<file path="src/rtl/svgr_ram.sv">
// Generic single write, single read RAM with registered read data.
module svgr_ram #(
    parameter int WIDTH = 24,
    parameter int DEPTH = 128
) (
    input  logic                     clk,
    input  logic                     wr_en,
    input  logic [$clog2(DEPTH)-1:0] wr_addr,
    input  logic [WIDTH-1:0]         wr_data,
    input  logic                     rd_en,
    input  logic [$clog2(DEPTH)-1:0] rd_addr,
    output logic [WIDTH-1:0]         rd_data
);

    logic [WIDTH-1:0] mem_reg [DEPTH];
    logic [WIDTH-1:0] rd_data_reg;

    always_ff @(posedge clk)
    begin
        if (wr_en)
        begin
            mem_reg[wr_addr] <= wr_data;
        end
        if (rd_en)
        begin
            rd_data_reg <= mem_reg[rd_addr];
        end
    end

    assign rd_data = rd_data_reg;

endmodule

</file>
<file path="config.mk">
export PLATFORM = sky130hd
export DESIGN_NAME = svgr_ram
export DESIGN_NICKNAME = d
export VERILOG_FILES = /design/src/rtl/svgr_ram.sv
export SDC_FILE = /design/constraint.sdc
export NUM_CORES = 2
export LEC_CHECK = 0
export BUFFER_PORTS_ARGS = -buffer_cell sky130_fd_sc_hd__buf_4
export CORE_MARGIN = 8
export CORE_UTILIZATION = 55
export CTS_CLUSTER_SIZE = 16
export DETAILED_ROUTE_END_ITERATION = 8
export PLACE_DENSITY = 0.71
export SLEW_MARGIN = 40
export SYNTH_ARGS = -nofsm -noshare
export SYNTH_HDL_FRONTEND = slang
export SYNTH_SLANG_ARGS = --single-unit
</file>
<file path="constraint.sdc">
create_clock -name clk -period 4.15 [get_ports clk]
set_input_delay 0.83 -clock clk [delete_from_list [all_inputs] [get_ports clk]]
set_output_delay 0.83 -clock clk [all_outputs]
set_load 0.005 [all_outputs]
</file>
==> metrics.md <==
| Metric | Value |
|---|---|
| Post-CTS Repair Setup Buffers | 0 |
| Detail Route Antenna Nets | 0 |
| Setup_tns | 0 ns |
| Worst path slowest cell | mux4_2 |
| Relative max-transition margin | 41.4% |
| Final Util | a little under two thirds |
| Power density cells | approximately 480 mW/mm2 |
| First-pass GRT wire length | between 400000 and 500000 um |
| CTS max path bufs | 4 |
| Placement Setup Slack | about 0.024 ns |
| Max-cap check violation count | 0 |
| Num CTS Buffers | roughly 320 |
| Mapped Nets | ~4600 |
| Syn Area/Cell | ~26 um2 |
| Synth Cell Area | ~0.12 mm2 |
| Yosys cell types | 15 |
| Width of the die | roughly 480 um |
| Initial antenna violation count | 50 |
| Core Region | between 0.2 and 0.25 mm2 |
| Gr usage total | 26.2% |
| Layout area overhead | 14.4% |
| DR DRC count | 0 |
| Worst r2r path cells | 4 |
| Vias in the first global route | 55000 |
| Layout cell share with drive strength beyond 1 | between 30% and 40% |
| Top fanout value on the critical path | 26 |
| Leak Pwr | ~42 nW |
| Row cnt | 169 |
| Initial core utilization | roughly 55% |
| Crit path cell chain | buf_12 -> buf_12 -> buf_4 -> mux4_2 -> mux4_2 -> mux4_2 -> mux2_2 |
| Number of flip-flops in the largest register | 3072 |
| Detailed-route via count | ~55000 |
| Final Cycle Share | between 70 and 80% |
| CTS Sinks | between 3000 and 4000 |
| RSZ-0062 raised after global routing | no |
| GP Congestion | about 0.8 |
| Critical Path Max Stage Delay | slightly below 0.7 ns |
| Routed len/inst | ~37 um |
| Sequential-to-total area share from yosys stat | between 70% and 80% |
| Routed wire length | around 300000 um |
| Arr. time, crit path | roughly 3.9 ns |
| Reg2Reg Setup Slack | 1.34 ns |
| Hold Path Stages | 1 |
| Drt first pass iters | 6 |
| Die area | between 0.2 and 0.25 mm2 |
| CP Launch Type | input port |
| Final hold vios | 0 |
| Port Buffers | 64 |
| Skew-Pair Late Insertion Delay | between 0.9 and 1 ns |
| Post-CTS sizing | 0 |
| # IOs | 65 |
| DR iter-0 viols | approximately 8200 |
| Grt ovf | 0 |
| Setup CP Type | in -> reg |
| Clock-pin slew on the worst setup and hold paths | about 0.060 ns |
| Cell Area, Placed | about 0.12 mm2 |
| Final Cell Area | between 0.1 and 0.15 mm2 |
| Fmax | ~310 MHz |
| Hold bufs inserted after CTS | 0 |
| CP endpoint kind | flop |
| Min-Delay Endpoint | mem_reg[16][10]$_DFFE_PP_ |
| WP data required | 4.85 ns |
| Most used cell, CP | mux4_2 |
| Pin count of the biggest net entering global routing | about 100 |
| Min Tclk post-route | roughly 3.2 ns |
| CTS tree | yes |
| Worst vdd ir | approximately 520 uV |
| Critical R2R Launch | mem_reg[125][12]$_DFFE_PP_ |
| YS warnings | 0 |
| Status | finished, final reports clean |
| Die H | roughly 480 um |
| Worst hold start | wr_data[10] |
| Overall power | about 0.065 W |
| FF-to-FF End | rd_data[12]$_DFFE_PP_ |
| Nets | ~5100 |
| H-tree depth | 5 |
| Skew final | just over 0.05 ns |
| Synthesis-stage register bit count | between 3000 and 4000 |
| Syn Inst Count | around 4500 |
| Vias per cell | 6.74 |
| HPWL after DPL | 166000 um |
| Max-slew violation count | 0 |
| HP Class | in -> reg |
| Final worst slack | ~0.93 ns |
| Actual slew at the worst max-slew pin | 0.879 ns |
| Clock Tree Root | clkbuf_16 |
| Number of setup violations in the final report | 0 |
==> cell type report <==
class                      count  area, um2
fill                       13400      77700
clock inverter               146       1180
antenna                       19       47.5
multi-input combinational   1202      24500
timing repair buffer         413       4070
tap                         2821       3530
clock buffer                 388       8310
sequential                  3096      93000
==> metal layers <==
metal  routed length (um)  track usage (%)  share of wire, %
met1               111000             36.9                37
met3                34200             5.95                11
met5                   58                0             0.019
met4                10900             8.86               3.6
met2               145000             41.4                48
==> synthesized netlist by cell type, drive strengths merged <==
cell type / n / area share, %
nand2b: 2 / 0.011
mux2: 24 / 0.23
or3: 1 / 0.0053
nand2: 14 / 0.045
mux4: 1008 / 19
nand3: 12 / 0.051
clkbuf: 151 / 0.48
buf: 89 / 0.35
nor2b: 7 / 0.037
nor2: 122 / 0.39
nand4: 3 / 0.016
nor3: 9 / 0.038
edfxtp: 3096 / 79
==> cell usage in the layout (no fill, tap or decap), drive strengths merged <==
master / Yosys / final
edfxtp: 3096 / 3096
mux4: 1008 / 1008
buf: 89 / 410
clkbuf: 151 / 391
nor2: 122 / 122
clkinv: 0 / 118
mux2: 24 / 24
diode: 0 / 19
bufinv: 0 / 18
nand2: 14 / 14
nand3: 12 / 12
nor3: 9 / 9
nor2b: 7 / 7
inv: 0 / 5
clkinvlp: 0 / 5
nand4: 3 / 3
nand2b: 2 / 2
or3: 1 / 1
==> per-stage QoR <==
step / cells / hold WS, ns
after CTS: 8066 / 0.304
after global routing: 8076 / 0.328
after global placement: 7532 / 1.19
after detailed placement: 7532 / 1.20
after floorplan: 4538 / 0.929
final: 8085 / 0.338
==> critical path, delay by kind of cell <==
| family | cells | cell delay (ns) |
|---|---|---|
| multiplexers | 4 | 2.10 |
| buffers and inverters | 3 | 0.89 |
==> power by group <==
part	switching, W	internal (W)	leakage, nW
logic	0.00199	0.00140	9.07
registers	0.0000938	0.0346	27.9
clock network	0.0114	0.0153	4.64
==> worst max path at each step <==
stage	start	endpoint
floorplan	rd_addr[0]	rd_data[0]$_DFFE_PP_
global placement	rd_addr[0]	rd_data[5]$_DFFE_PP_
detailed placement	rd_addr[0]	rd_data[5]$_DFFE_PP_
CTS	rd_addr[0]	rd_data[5]$_DFFE_PP_
global route	rd_addr[0]	rd_data[5]$_DFFE_PP_
finish	rd_addr[0]	rd_data[5]$_DFFE_PP_
==> cells by family (layout without fill, tap and decap cells) <==
| group | after synthesis | after routing | synth area share [%] |
|---|---|---|---|
| AND/OR/NAND/NOR | 170 | 170 | 0.593 |
| flip-flops | 3096 | 3096 | 79.0 |
| multiplexers | 1032 | 1032 | 19.5 |
| other | 0 | 19 | 0 |
| buffers and inverters | 240 | 947 | 0.836 |
Power figures use the tool's default switching activity.
