**src/rtl/svgr_pkg.sv**
```systemverilog
// Shared constants and types of the stereo volume gain ramp.
package svgr_pkg;

    localparam int SAMPLE_BITS_DEF    = 24;
    localparam int GAIN_FRAC_BITS_DEF = 23;
    localparam int TABLE_DEPTH_DEF    = 128;
    localparam int COUNT_BITS_DEF     = 17;

    localparam int GAIN_BITS  = 24;
    localparam int EXTRA_BITS = 24;
    localparam int CUR_BITS   = GAIN_BITS + EXTRA_BITS;
    localparam int RATE_BITS  = 18;
    localparam int PCT_BITS   = 7;
    localparam int MS_BITS    = 9;

    localparam logic [RATE_BITS-1:0] RATE_RESET  = 18'd48000;
    localparam logic [PCT_BITS-1:0]  NO_TARGET   = 7'd127;
    localparam logic [PCT_BITS-1:0]  MAX_PERCENT = 7'd100;

    localparam logic [MS_BITS-1:0] MS_FIRST  = 9'd10;
    localparam logic [MS_BITS-1:0] MS_NORMAL = 9'd100;
    localparam logic [MS_BITS-1:0] MS_UNMUTE = 9'd500;

    typedef struct packed {
        logic hold;
        logic ramping;
    } lane_status_t;

    function automatic logic [PCT_BITS-1:0] clamp_percent(input logic [PCT_BITS-1:0] p);
        clamp_percent = (p > MAX_PERCENT) ? MAX_PERCENT : p;
    endfunction

endpackage

```
**src/rtl/svgr_div.sv**
```systemverilog
// Restoring unsigned divider, one quotient bit per cycle.
module svgr_div #(
    parameter int NUM_BITS = 48,
    parameter int DEN_BITS = 17
) (
    input  logic                clk,
    input  logic                rst_n,
    input  logic                start,
    input  logic [NUM_BITS-1:0] num,
    input  logic [DEN_BITS-1:0] den,
    output logic                done,
    output logic [NUM_BITS-1:0] quo
);

    localparam int CNT_BITS = $clog2(NUM_BITS + 1);

    logic [DEN_BITS-1:0] rem_reg, rem_next;
    logic [DEN_BITS-1:0] den_reg, den_next;
    logic [NUM_BITS-1:0] work_reg, work_next;
    logic [CNT_BITS-1:0] cnt_reg, cnt_next;
    logic                busy_reg, busy_next;
    logic                done_reg, done_next;
    logic [DEN_BITS:0]   trial;
    logic [DEN_BITS:0]   diff;

    always_comb
    begin
        trial     = {rem_reg, work_reg[NUM_BITS-1]};
        diff      = trial - {1'b0, den_reg};
        rem_next  = rem_reg;
        den_next  = den_reg;
        work_next = work_reg;
        cnt_next  = cnt_reg;
        busy_next = busy_reg;
        done_next = 1'b0;
        if (start)
        begin
            rem_next  = '0;
            den_next  = den;
            work_next = num;
            cnt_next  = CNT_BITS'(NUM_BITS);
            busy_next = 1'b1;
        end
        else if (busy_reg)
        begin
            if (trial >= {1'b0, den_reg})
            begin
                rem_next  = diff[DEN_BITS-1:0];
                work_next = {work_reg[NUM_BITS-2:0], 1'b1};
            end
            else
            begin
                rem_next  = trial[DEN_BITS-1:0];
                work_next = {work_reg[NUM_BITS-2:0], 1'b0};
            end
            cnt_next = cnt_reg - 1'b1;
            if (cnt_reg == CNT_BITS'(1))
            begin
                busy_next = 1'b0;
                done_next = 1'b1;
            end
        end
    end

    always_ff @(posedge clk or negedge rst_n)
    begin
        if (!rst_n)
        begin
            cnt_reg  <= '0;
            busy_reg <= 1'b0;
            done_reg <= 1'b0;
        end
        else
        begin
            cnt_reg  <= cnt_next;
            busy_reg <= busy_next;
            done_reg <= done_next;
        end
    end

    always_ff @(posedge clk)
    begin
        rem_reg  <= rem_next;
        den_reg  <= den_next;
        work_reg <= work_next;
    end

    assign done = done_reg;
    assign quo  = work_reg;

endmodule

```
**src/rtl/svgr_lane.sv**
```systemverilog
// One channel lane: target tracking, ramp setup, gain scaling and advance.
module svgr_lane #(
    parameter int SAMPLE_BITS    = svgr_pkg::SAMPLE_BITS_DEF,
    parameter int GAIN_FRAC_BITS = svgr_pkg::GAIN_FRAC_BITS_DEF,
    parameter int COUNT_BITS     = svgr_pkg::COUNT_BITS_DEF
) (
    input  logic                            clk,
    input  logic                            rst_n,
    input  logic                            start,
    input  logic [svgr_pkg::PCT_BITS-1:0]   percent,
    input  logic [svgr_pkg::GAIN_BITS-1:0]  table_data,
    input  logic [svgr_pkg::RATE_BITS-1:0]  rate,
    input  logic signed [SAMPLE_BITS-1:0]   sample,
    input  logic                            adv,
    output logic signed [SAMPLE_BITS-1:0]   result,
    output svgr_pkg::lane_status_t          status
);

    localparam int CB  = svgr_pkg::CUR_BITS;
    localparam int GB  = svgr_pkg::GAIN_BITS;
    localparam int EB  = svgr_pkg::EXTRA_BITS;
    localparam int PW  = SAMPLE_BITS + GB + 1;
    localparam int RB  = svgr_pkg::RATE_BITS;
    localparam int RPW = RB + 19;

    localparam logic [2:0] L_IDLE = 3'd0;
    localparam logic [2:0] L_LEN  = 3'd1;
    localparam logic [2:0] L_STEP = 3'd2;
    localparam logic [2:0] L_MUL  = 3'd3;
    localparam logic [2:0] L_RND  = 3'd4;
    localparam logic [2:0] L_HOLD = 3'd5;

    localparam logic [COUNT_BITS-1:0] LEN_CAP = '1;
    localparam logic signed [PW:0]    HALF    = {{PW{1'b0}}, 1'b1} << (GAIN_FRAC_BITS - 1);

    localparam logic [RPW-1:0] RECIP_10        = RPW'(419431);
    localparam int             RECIP_10_SHIFT  = 22;
    localparam logic [RPW-1:0] RECIP_100       = RPW'(335545);
    localparam int             RECIP_100_SHIFT = 25;

    logic [2:0]                    state_reg, state_next;
    logic [CB-1:0]                 cur_reg, cur_next;
    logic [GB-1:0]                 tg_reg, tg_next;
    logic signed [CB:0]            step_reg, step_next;
    logic [COUNT_BITS-1:0]         frames_reg, frames_next;
    logic [svgr_pkg::PCT_BITS-1:0] tp_reg, tp_next;
    logic [COUNT_BITS-1:0]         len_reg, len_next;
    logic                          neg_reg, neg_next;
    logic signed [PW-1:0]          prod_reg, prod_next;
    logic signed [SAMPLE_BITS-1:0] res_reg, res_next;
    logic                          ramp_reg, ramp_next;

    logic [svgr_pkg::PCT_BITS-1:0] pct;
    logic [GB-1:0]                 tgt;
    logic [svgr_pkg::MS_BITS-1:0]  ms;
    logic                          div_start;
    logic [CB-1:0]                 div_num;
    logic [COUNT_BITS-1:0]         div_den;
    logic                          div_done;
    logic [CB-1:0]                 div_quo;
    logic [RPW-1:0]                prod10;
    logic [RPW-1:0]                prod100;
    logic [RB-1:0]                 frames_raw;
    logic [COUNT_BITS-1:0]         len_sel;
    logic [CB-1:0]                 full_reg_gain;
    logic signed [PW-1:0]          op_a;
    logic signed [PW-1:0]          op_b;
    logic signed [PW:0]            rsum;
    logic signed [PW:0]            rshift;
    logic [CB:0]                   cur_sum;

    svgr_div #(
        .NUM_BITS (CB),
        .DEN_BITS (COUNT_BITS)
    ) u_div (
        .clk   (clk),
        .rst_n (rst_n),
        .start (div_start),
        .num   (div_num),
        .den   (div_den),
        .done  (div_done),
        .quo   (div_quo)
    );

    always_comb
    begin
        pct = svgr_pkg::clamp_percent(percent);
        tgt = (pct == '0) ? '0 : table_data;
        if (tp_reg == svgr_pkg::NO_TARGET)
        begin
            ms = svgr_pkg::MS_FIRST;
        end
        else if (pct == '0)
        begin
            ms = svgr_pkg::MS_NORMAL;
        end
        else if (tg_reg == '0)
        begin
            ms = svgr_pkg::MS_UNMUTE;
        end
        else
        begin
            ms = svgr_pkg::MS_NORMAL;
        end

        prod10  = RPW'(rate) * RECIP_10;
        prod100 = RPW'(rate) * RECIP_100;
        case (ms)
            svgr_pkg::MS_FIRST:
            begin
                frames_raw = RB'(prod100 >> RECIP_100_SHIFT);
            end
            svgr_pkg::MS_UNMUTE:
            begin
                frames_raw = rate >> 1;
            end
            default:
            begin
                frames_raw = RB'(prod10 >> RECIP_10_SHIFT);
            end
        endcase

        if (32'(frames_raw) > 32'(LEN_CAP))
        begin
            len_sel = LEN_CAP;
        end
        else if (frames_raw == '0)
        begin
            len_sel = COUNT_BITS'(1);
        end
        else
        begin
            len_sel = COUNT_BITS'(frames_raw);
        end

        full_reg_gain = {tg_reg, {EB{1'b0}}};
        op_a = PW'(sample);
        op_b = $signed({{(SAMPLE_BITS + 1){1'b0}}, cur_reg[CB-1:EB]});
        rsum   = {prod_reg[PW-1], prod_reg} + HALF;
        rshift = rsum >>> GAIN_FRAC_BITS;
        cur_sum = {1'b0, cur_reg} + step_reg;

        state_next  = state_reg;
        cur_next    = cur_reg;
        tg_next     = tg_reg;
        step_next   = step_reg;
        frames_next = frames_reg;
        tp_next     = tp_reg;
        len_next    = len_reg;
        neg_next    = neg_reg;
        prod_next   = prod_reg;
        res_next    = res_reg;
        ramp_next   = ramp_reg;
        div_start   = 1'b0;
        div_den     = len_reg;
        if (full_reg_gain > cur_reg)
        begin
            div_num = full_reg_gain - cur_reg;
        end
        else
        begin
            div_num = cur_reg - full_reg_gain;
        end

        case (state_reg)
            L_IDLE:
            begin
                if (start)
                begin
                    if (tp_reg == pct)
                    begin
                        state_next = L_MUL;
                    end
                    else if (tp_reg != svgr_pkg::NO_TARGET && tgt == tg_reg)
                    begin
                        tp_next    = pct;
                        state_next = L_MUL;
                    end
                    else
                    begin
                        tp_next = pct;
                        tg_next = tgt;
                        if ({tgt, {EB{1'b0}}} == cur_reg)
                        begin
                            frames_next = '0;
                            step_next   = '0;
                            state_next  = L_MUL;
                        end
                        else
                        begin
                            len_next   = len_sel;
                            state_next = L_LEN;
                        end
                    end
                end
            end
            L_LEN:
            begin
                neg_next   = full_reg_gain < cur_reg;
                div_start  = 1'b1;
                state_next = L_STEP;
            end
            L_STEP:
            begin
                if (div_done)
                begin
                    step_next   = neg_reg ? -$signed({1'b0, div_quo}) : $signed({1'b0, div_quo});
                    frames_next = len_reg;
                    state_next  = L_MUL;
                end
            end
            L_MUL:
            begin
                prod_next  = op_a * op_b;
                ramp_next  = frames_reg != '0;
                state_next = L_RND;
            end
            L_RND:
            begin
                if (rshift[PW:SAMPLE_BITS-1] != '0 && rshift[PW:SAMPLE_BITS-1] != '1)
                begin
                    res_next = rshift[PW] ? {1'b1, {(SAMPLE_BITS - 1){1'b0}}}
                                          : {1'b0, {(SAMPLE_BITS - 1){1'b1}}};
                end
                else
                begin
                    res_next = rshift[SAMPLE_BITS-1:0];
                end
                state_next = L_HOLD;
            end
            L_HOLD:
            begin
                if (adv)
                begin
                    if (frames_reg != '0)
                    begin
                        cur_next    = cur_sum[CB-1:0];
                        frames_next = frames_reg - 1'b1;
                        if (frames_reg == COUNT_BITS'(1))
                        begin
                            cur_next  = full_reg_gain;
                            step_next = '0;
                        end
                    end
                    state_next = L_IDLE;
                end
            end
            default:
            begin
                state_next = L_IDLE;
            end
        endcase
    end

    always_ff @(posedge clk or negedge rst_n)
    begin
        if (!rst_n)
        begin
            state_reg  <= L_IDLE;
            cur_reg    <= '0;
            tg_reg     <= '0;
            step_reg   <= '0;
            frames_reg <= '0;
            tp_reg     <= svgr_pkg::NO_TARGET;
        end
        else
        begin
            state_reg  <= state_next;
            cur_reg    <= cur_next;
            tg_reg     <= tg_next;
            step_reg   <= step_next;
            frames_reg <= frames_next;
            tp_reg     <= tp_next;
        end
    end

    always_ff @(posedge clk)
    begin
        len_reg  <= len_next;
        neg_reg  <= neg_next;
        prod_reg <= prod_next;
        res_reg  <= res_next;
        ramp_reg <= ramp_next;
    end

    assign result         = res_reg;
    assign status.hold    = state_reg == L_HOLD;
    assign status.ramping = ramp_reg;

endmodule
```
**config.mk**
```make
export PLATFORM = sky130hd
export DESIGN_NAME = svgr_lane
export DESIGN_NICKNAME = d
export VERILOG_FILES = /design/src/rtl/svgr_pkg.sv /design/src/rtl/svgr_div.sv /design/src/rtl/svgr_lane.sv
export SDC_FILE = /design/constraint.sdc
export NUM_CORES = 2
export LEC_CHECK = 0
export BUFFER_PORTS_ARGS = -buffer_cell sky130_fd_sc_hd__buf_2
export CAP_MARGIN = 20
export CORE_ASPECT_RATIO = 0.6
export CORE_MARGIN = 2
export CORE_UTILIZATION = 48
export CTS_CLUSTER_DIAMETER = 40
export DETAILED_ROUTE_END_ITERATION = 12
export SLEW_MARGIN = 30
export SYNTH_ARGS = -nofsm -noshare
export SYNTH_HDL_FRONTEND = slang
export SYNTH_SLANG_ARGS = --single-unit
```
**constraint.sdc**
```tcl
create_clock -name clk -period 8.4 [get_ports clk]
set_input_delay 2.1 -clock clk [delete_from_list [all_inputs] [get_ports clk]]
set_output_delay 2.1 -clock clk [all_outputs]
set_load 0.05 [all_outputs]
```
==> results_tabular.tex <==
\begin{tabular}{lr}
\hline
Metric & Value \\
\hline
\multicolumn{2}{l}{\textbf{Die}} \\
Die outline width & 420.2 um \\
Core footprint & 102900 um2 \\
Die Outline Area & 106600 um2 \\
Number of standard-cell rows in the floorplan & 91 \\
Starting Density & 0.4847 \\
Num ports & 103 \\
Die boundary height & 253.7 um \\
\multicolumn{2}{l}{\textbf{Worst setup path}} \\
Standard cell with the maximum stage delay on the critical path & fa\_2 \\
CP Max Fanout & 4 \\
Critical path's largest stage delay & 0.60 ns \\
Nature of the critical path endpoint & register \\
FF-to-FF path depth & 24 \\
Series of cell instances along the critical path & buf\_2 > fa\_2 > inv\_4 > fa\_2 > inv\_2 > fa\_2 > fa\_2 > fa\_1 > inv\_1 > fa\_1 > inv\_1 > ha\_2 > a211o\_1 > o211ai\_1 > a21oi\_2 > a311oi\_4 > o21ba\_4 > xnor2\_2 > o221a\_2 > or4b\_1 > or4\_4 > or4\_4 > o41ai\_2 \\
Crit path max-delay family & adder cells \\
Crit path buffers/inverters & 5 \\
Launch point of the critical path & rate[17] \\
Reg-to-reg endpoint & prod\_reg[44] \\
Required time of the critical path & 8.84 ns \\
Worst R2R Setup Slack & 0.77 ns \\
Kind of launch point of the worst setup path & input port \\
Arrival time of the worst setup path & 9.09 ns \\
Most repeated library cell on the critical path & fa\_2 \\
Worst reg2reg startpoint & cur\_reg[39] \\
Worst Path Class, Setup & input port to register \\
\multicolumn{2}{l}{\textbf{Global route}} \\
Global route overflow & 0 \\
Global-route wire length before repair & 242.5 mm \\
Number of antenna violations at the first check in global routing & 9 \\
Largest net degree at the start of global routing & 71 \\
All-Layer GR Usage & 0.2963 \\
Number of global-route vias before repair & 40040 \\
\multicolumn{2}{l}{\textbf{Clock network}} \\
Clock Sink Count & 307 \\
CTS H-tree lvls & 2 \\
Source-to-sink clock delay at the later pin of the worst-skew pair & 0.64 ns \\
Maximum clock insertion buffer count & 3 \\
CTS tree & built \\
Total clock buffers created by CTS & 48 \\
Clock-pin slew on the worst setup and hold paths & 0.06 ns \\
Root Driver & clkbuf\_16 \\
\multicolumn{2}{l}{\textbf{Synth}} \\
Largest cells by area after synthesis & fa\_1 (28\%), ha\_1 (14\%), edfxtp\_1 (8.1\%), inv\_1 (7.8\%), dfrtp\_1 (7.4\%) \\
Yosys cell types & 88 \\
Yosys top cell area share & 0.2777 \\
Most used flip-flop cell after synthesis & dfrtp\_1 \\
Post-synth EDFFs & 135 \\
Synth warn & 0 \\
Number of standard cells after synthesis & 5557 \\
Total nets after synthesis & 6899 \\
Register area share after synthesis & 0.1660 \\
Biggest area consumer among synthesized cells & fa\_1 \\
Share of flip-flops with an asynchronous set or reset & 0.5049 \\
Post-synthesis area per instance & 8.978 um2 \\
Netlist area before placement & 49890 um2 \\
Total of flip-flops plus latches after synthesis & 307 \\
\multicolumn{2}{l}{\textbf{Status}} \\
Result of the run & finished, violations left \\
Failing checks & negative setup slack \\
\multicolumn{2}{l}{\textbf{STA}} \\
Setup violation total in the final timing report & 1 \\
RSZ-0062 raised after global routing & yes \\
Final worst-path cycle share & 1.030 \\
Fmax achieved & 115.6 MHz \\
Fin crit period & 8.654 ns \\
Transition at the pin with the smallest max-transition slack & 1.071 ns \\
Worst Skew & 0.03244 ns \\
Final hold violation count & 0 \\
Slack of the critical path & -0.2537 ns \\
Rel. slew slack & 0.2793 \\
Fin. max-slew vios & 0 \\
\multicolumn{2}{l}{\textbf{Placement}} \\
Detailed placement HPWL & 128.2 mm \\
Number of port buffers & 102 \\
Final weighted congestion in routability-driven placement & 0.9830 \\
Pre-CTS setup slack & -0.9542 ns \\
\multicolumn{2}{l}{\textbf{Min path}} \\
Startpoint of the most critical hold path & div\_den[15] \\
Destination of the worst hold path & u\_div.den\_reg[15] \\
Hold Path Stages & 0 \\
Kind of path behind the tightest hold check & register to register \\
\multicolumn{2}{l}{\textbf{Cells and area}} \\
Storage cell area & 8288 um2 \\
\# nets final & 7256 \\
Synthesis-to-finish area growth & 14.58\% \\
Area of combinational cells with multiple inputs & 37340 um2 \\
Layout cells sized above 1 & 0.1426 \\
\# fillers & 9425 \\
Most common library cell in the layout ignoring fill and taps & inv\_1 \\
Most used cells in the layout excluding fill and tap cells & inv\_1 (1017), fa\_1 (673), nand2\_1 (628) \\
\multicolumn{2}{l}{\textbf{Routing}} \\
Number of routed nets with antenna violations & 0 \\
Violation count after the first detailed-routing iteration & 3989 \\
Detailed-routing iteration count for the pre-antenna-repair pass & 7 \\
Post-DR vias/cell & 5.536 \\
DRC viols & 0 \\
Vias after detailed routing & 40730 \\
Sum of routed wire length over all layers & 155.7 mm \\
Average routed wire per standard cell & 21.16 um \\
\multicolumn{2}{l}{\textbf{Flow run}} \\
Number of max-cap violations & 0 \\
\hline
\end{tabular}
## synth_stat cells (all sizes together) (17+ instances only)
cell    count
nand3     109
clkbuf    226
a21oi     224
o21ai     284
dfrtp     148
o21a       21
nand2     633
edfxtp    135
ha        573
inv      1031
o41ai      19
a211oi     34
a21o       86
nor3       52
and3       28
nand2b     24
xor2      114
o21bai     20
xnor2     112
a22oi      28
a31oi      42
nand4      39
and2      197
o31ai      38
or4        21
nor2      226
a22o       17
fa        692
mux2i      26
buf        20
dfxtp      17
nor2b      33
mux2       51
## worst max path at each step
stage / cells past startpoint / to
floorplan: 22 / div_den[0]
global placement: 23 / div_den[0]
detailed placement: 26 / div_den[0]
CTS: 23 / div_den[0]
global route: 23 / div_den[0]
finish: 23 / div_den[0]
## layer usage
layer,routed length (um),GRT usage,share of wire
met4,1963,0.03912,0.013
met5,0,0,0
met1,79070,0.4921,0.51
met3,17670,0.08470,0.11
met2,57000,0.3755,0.37
## worst reg2reg max path: cells and delay by family, from the launching register on
kind / cells / cell delay (ns)
xor+xnor: 1 / 0.08
buf+inv: 4 / 0.51
simple gates: 4 / 0.40
compound gates: 7 / 1.46
fa+ha+maj: 8 / 3.87
flops: 1 / 1.04
## cells by family (layout without fill, tap and decap cells)
family	count (synthesis)	count (layout)	share of synthesized area
simple gates	1453	1453	0.1387
buf+inv	1279	1676	0.09648
fa+ha+maj	1265	1265	0.4214
compound gates	950	950	0.1209
flops	307	307	0.1660
xor+xnor	226	226	0.03968
mux	77	77	0.01680
other cells	0	8	0
## timing repair
item                       in CTS  in global routing
hold buffers                    0                  0
cloned                          0                  3
gates resized for setup        33                102
pin swaps                      30                 87
setup buffers                   6                  8
setup endpoints to repair      13                 15
## cell type report
class,instances,share of cell area
flip-flops and latches,307,0.1450
inverters,1033,0.06790
diodes,8,0.0003502
repair buffers,553,0.07437
clock buffers,58,0.02340
well taps,1395,0.03053
clock inverters,32,0.005297
multi-input cells,3971,0.6532
## through the flow
stage	cells	utilization	cell area, um2	setup TNS, ns	hold slack [ns]
5_1_grt	7356	0.5554	57160	-0.3643	0.4645
4_1_cts	7340	0.5506	56670	-0.2008	0.4591
3_3_place_gp	7244	0.5330	54860	-12.29	0.4454
6_report	7357	0.5554	57160	-0.2537	0.4558
3_5_place_dp	7244	0.5331	54880	-14.73	0.4473
2_1_floorplan	5557	-	50090	-0.1678	0.4267
Power is not shown: default switching activity piles up to over one toggle a cycle in this logic, so the estimate is an artifact.
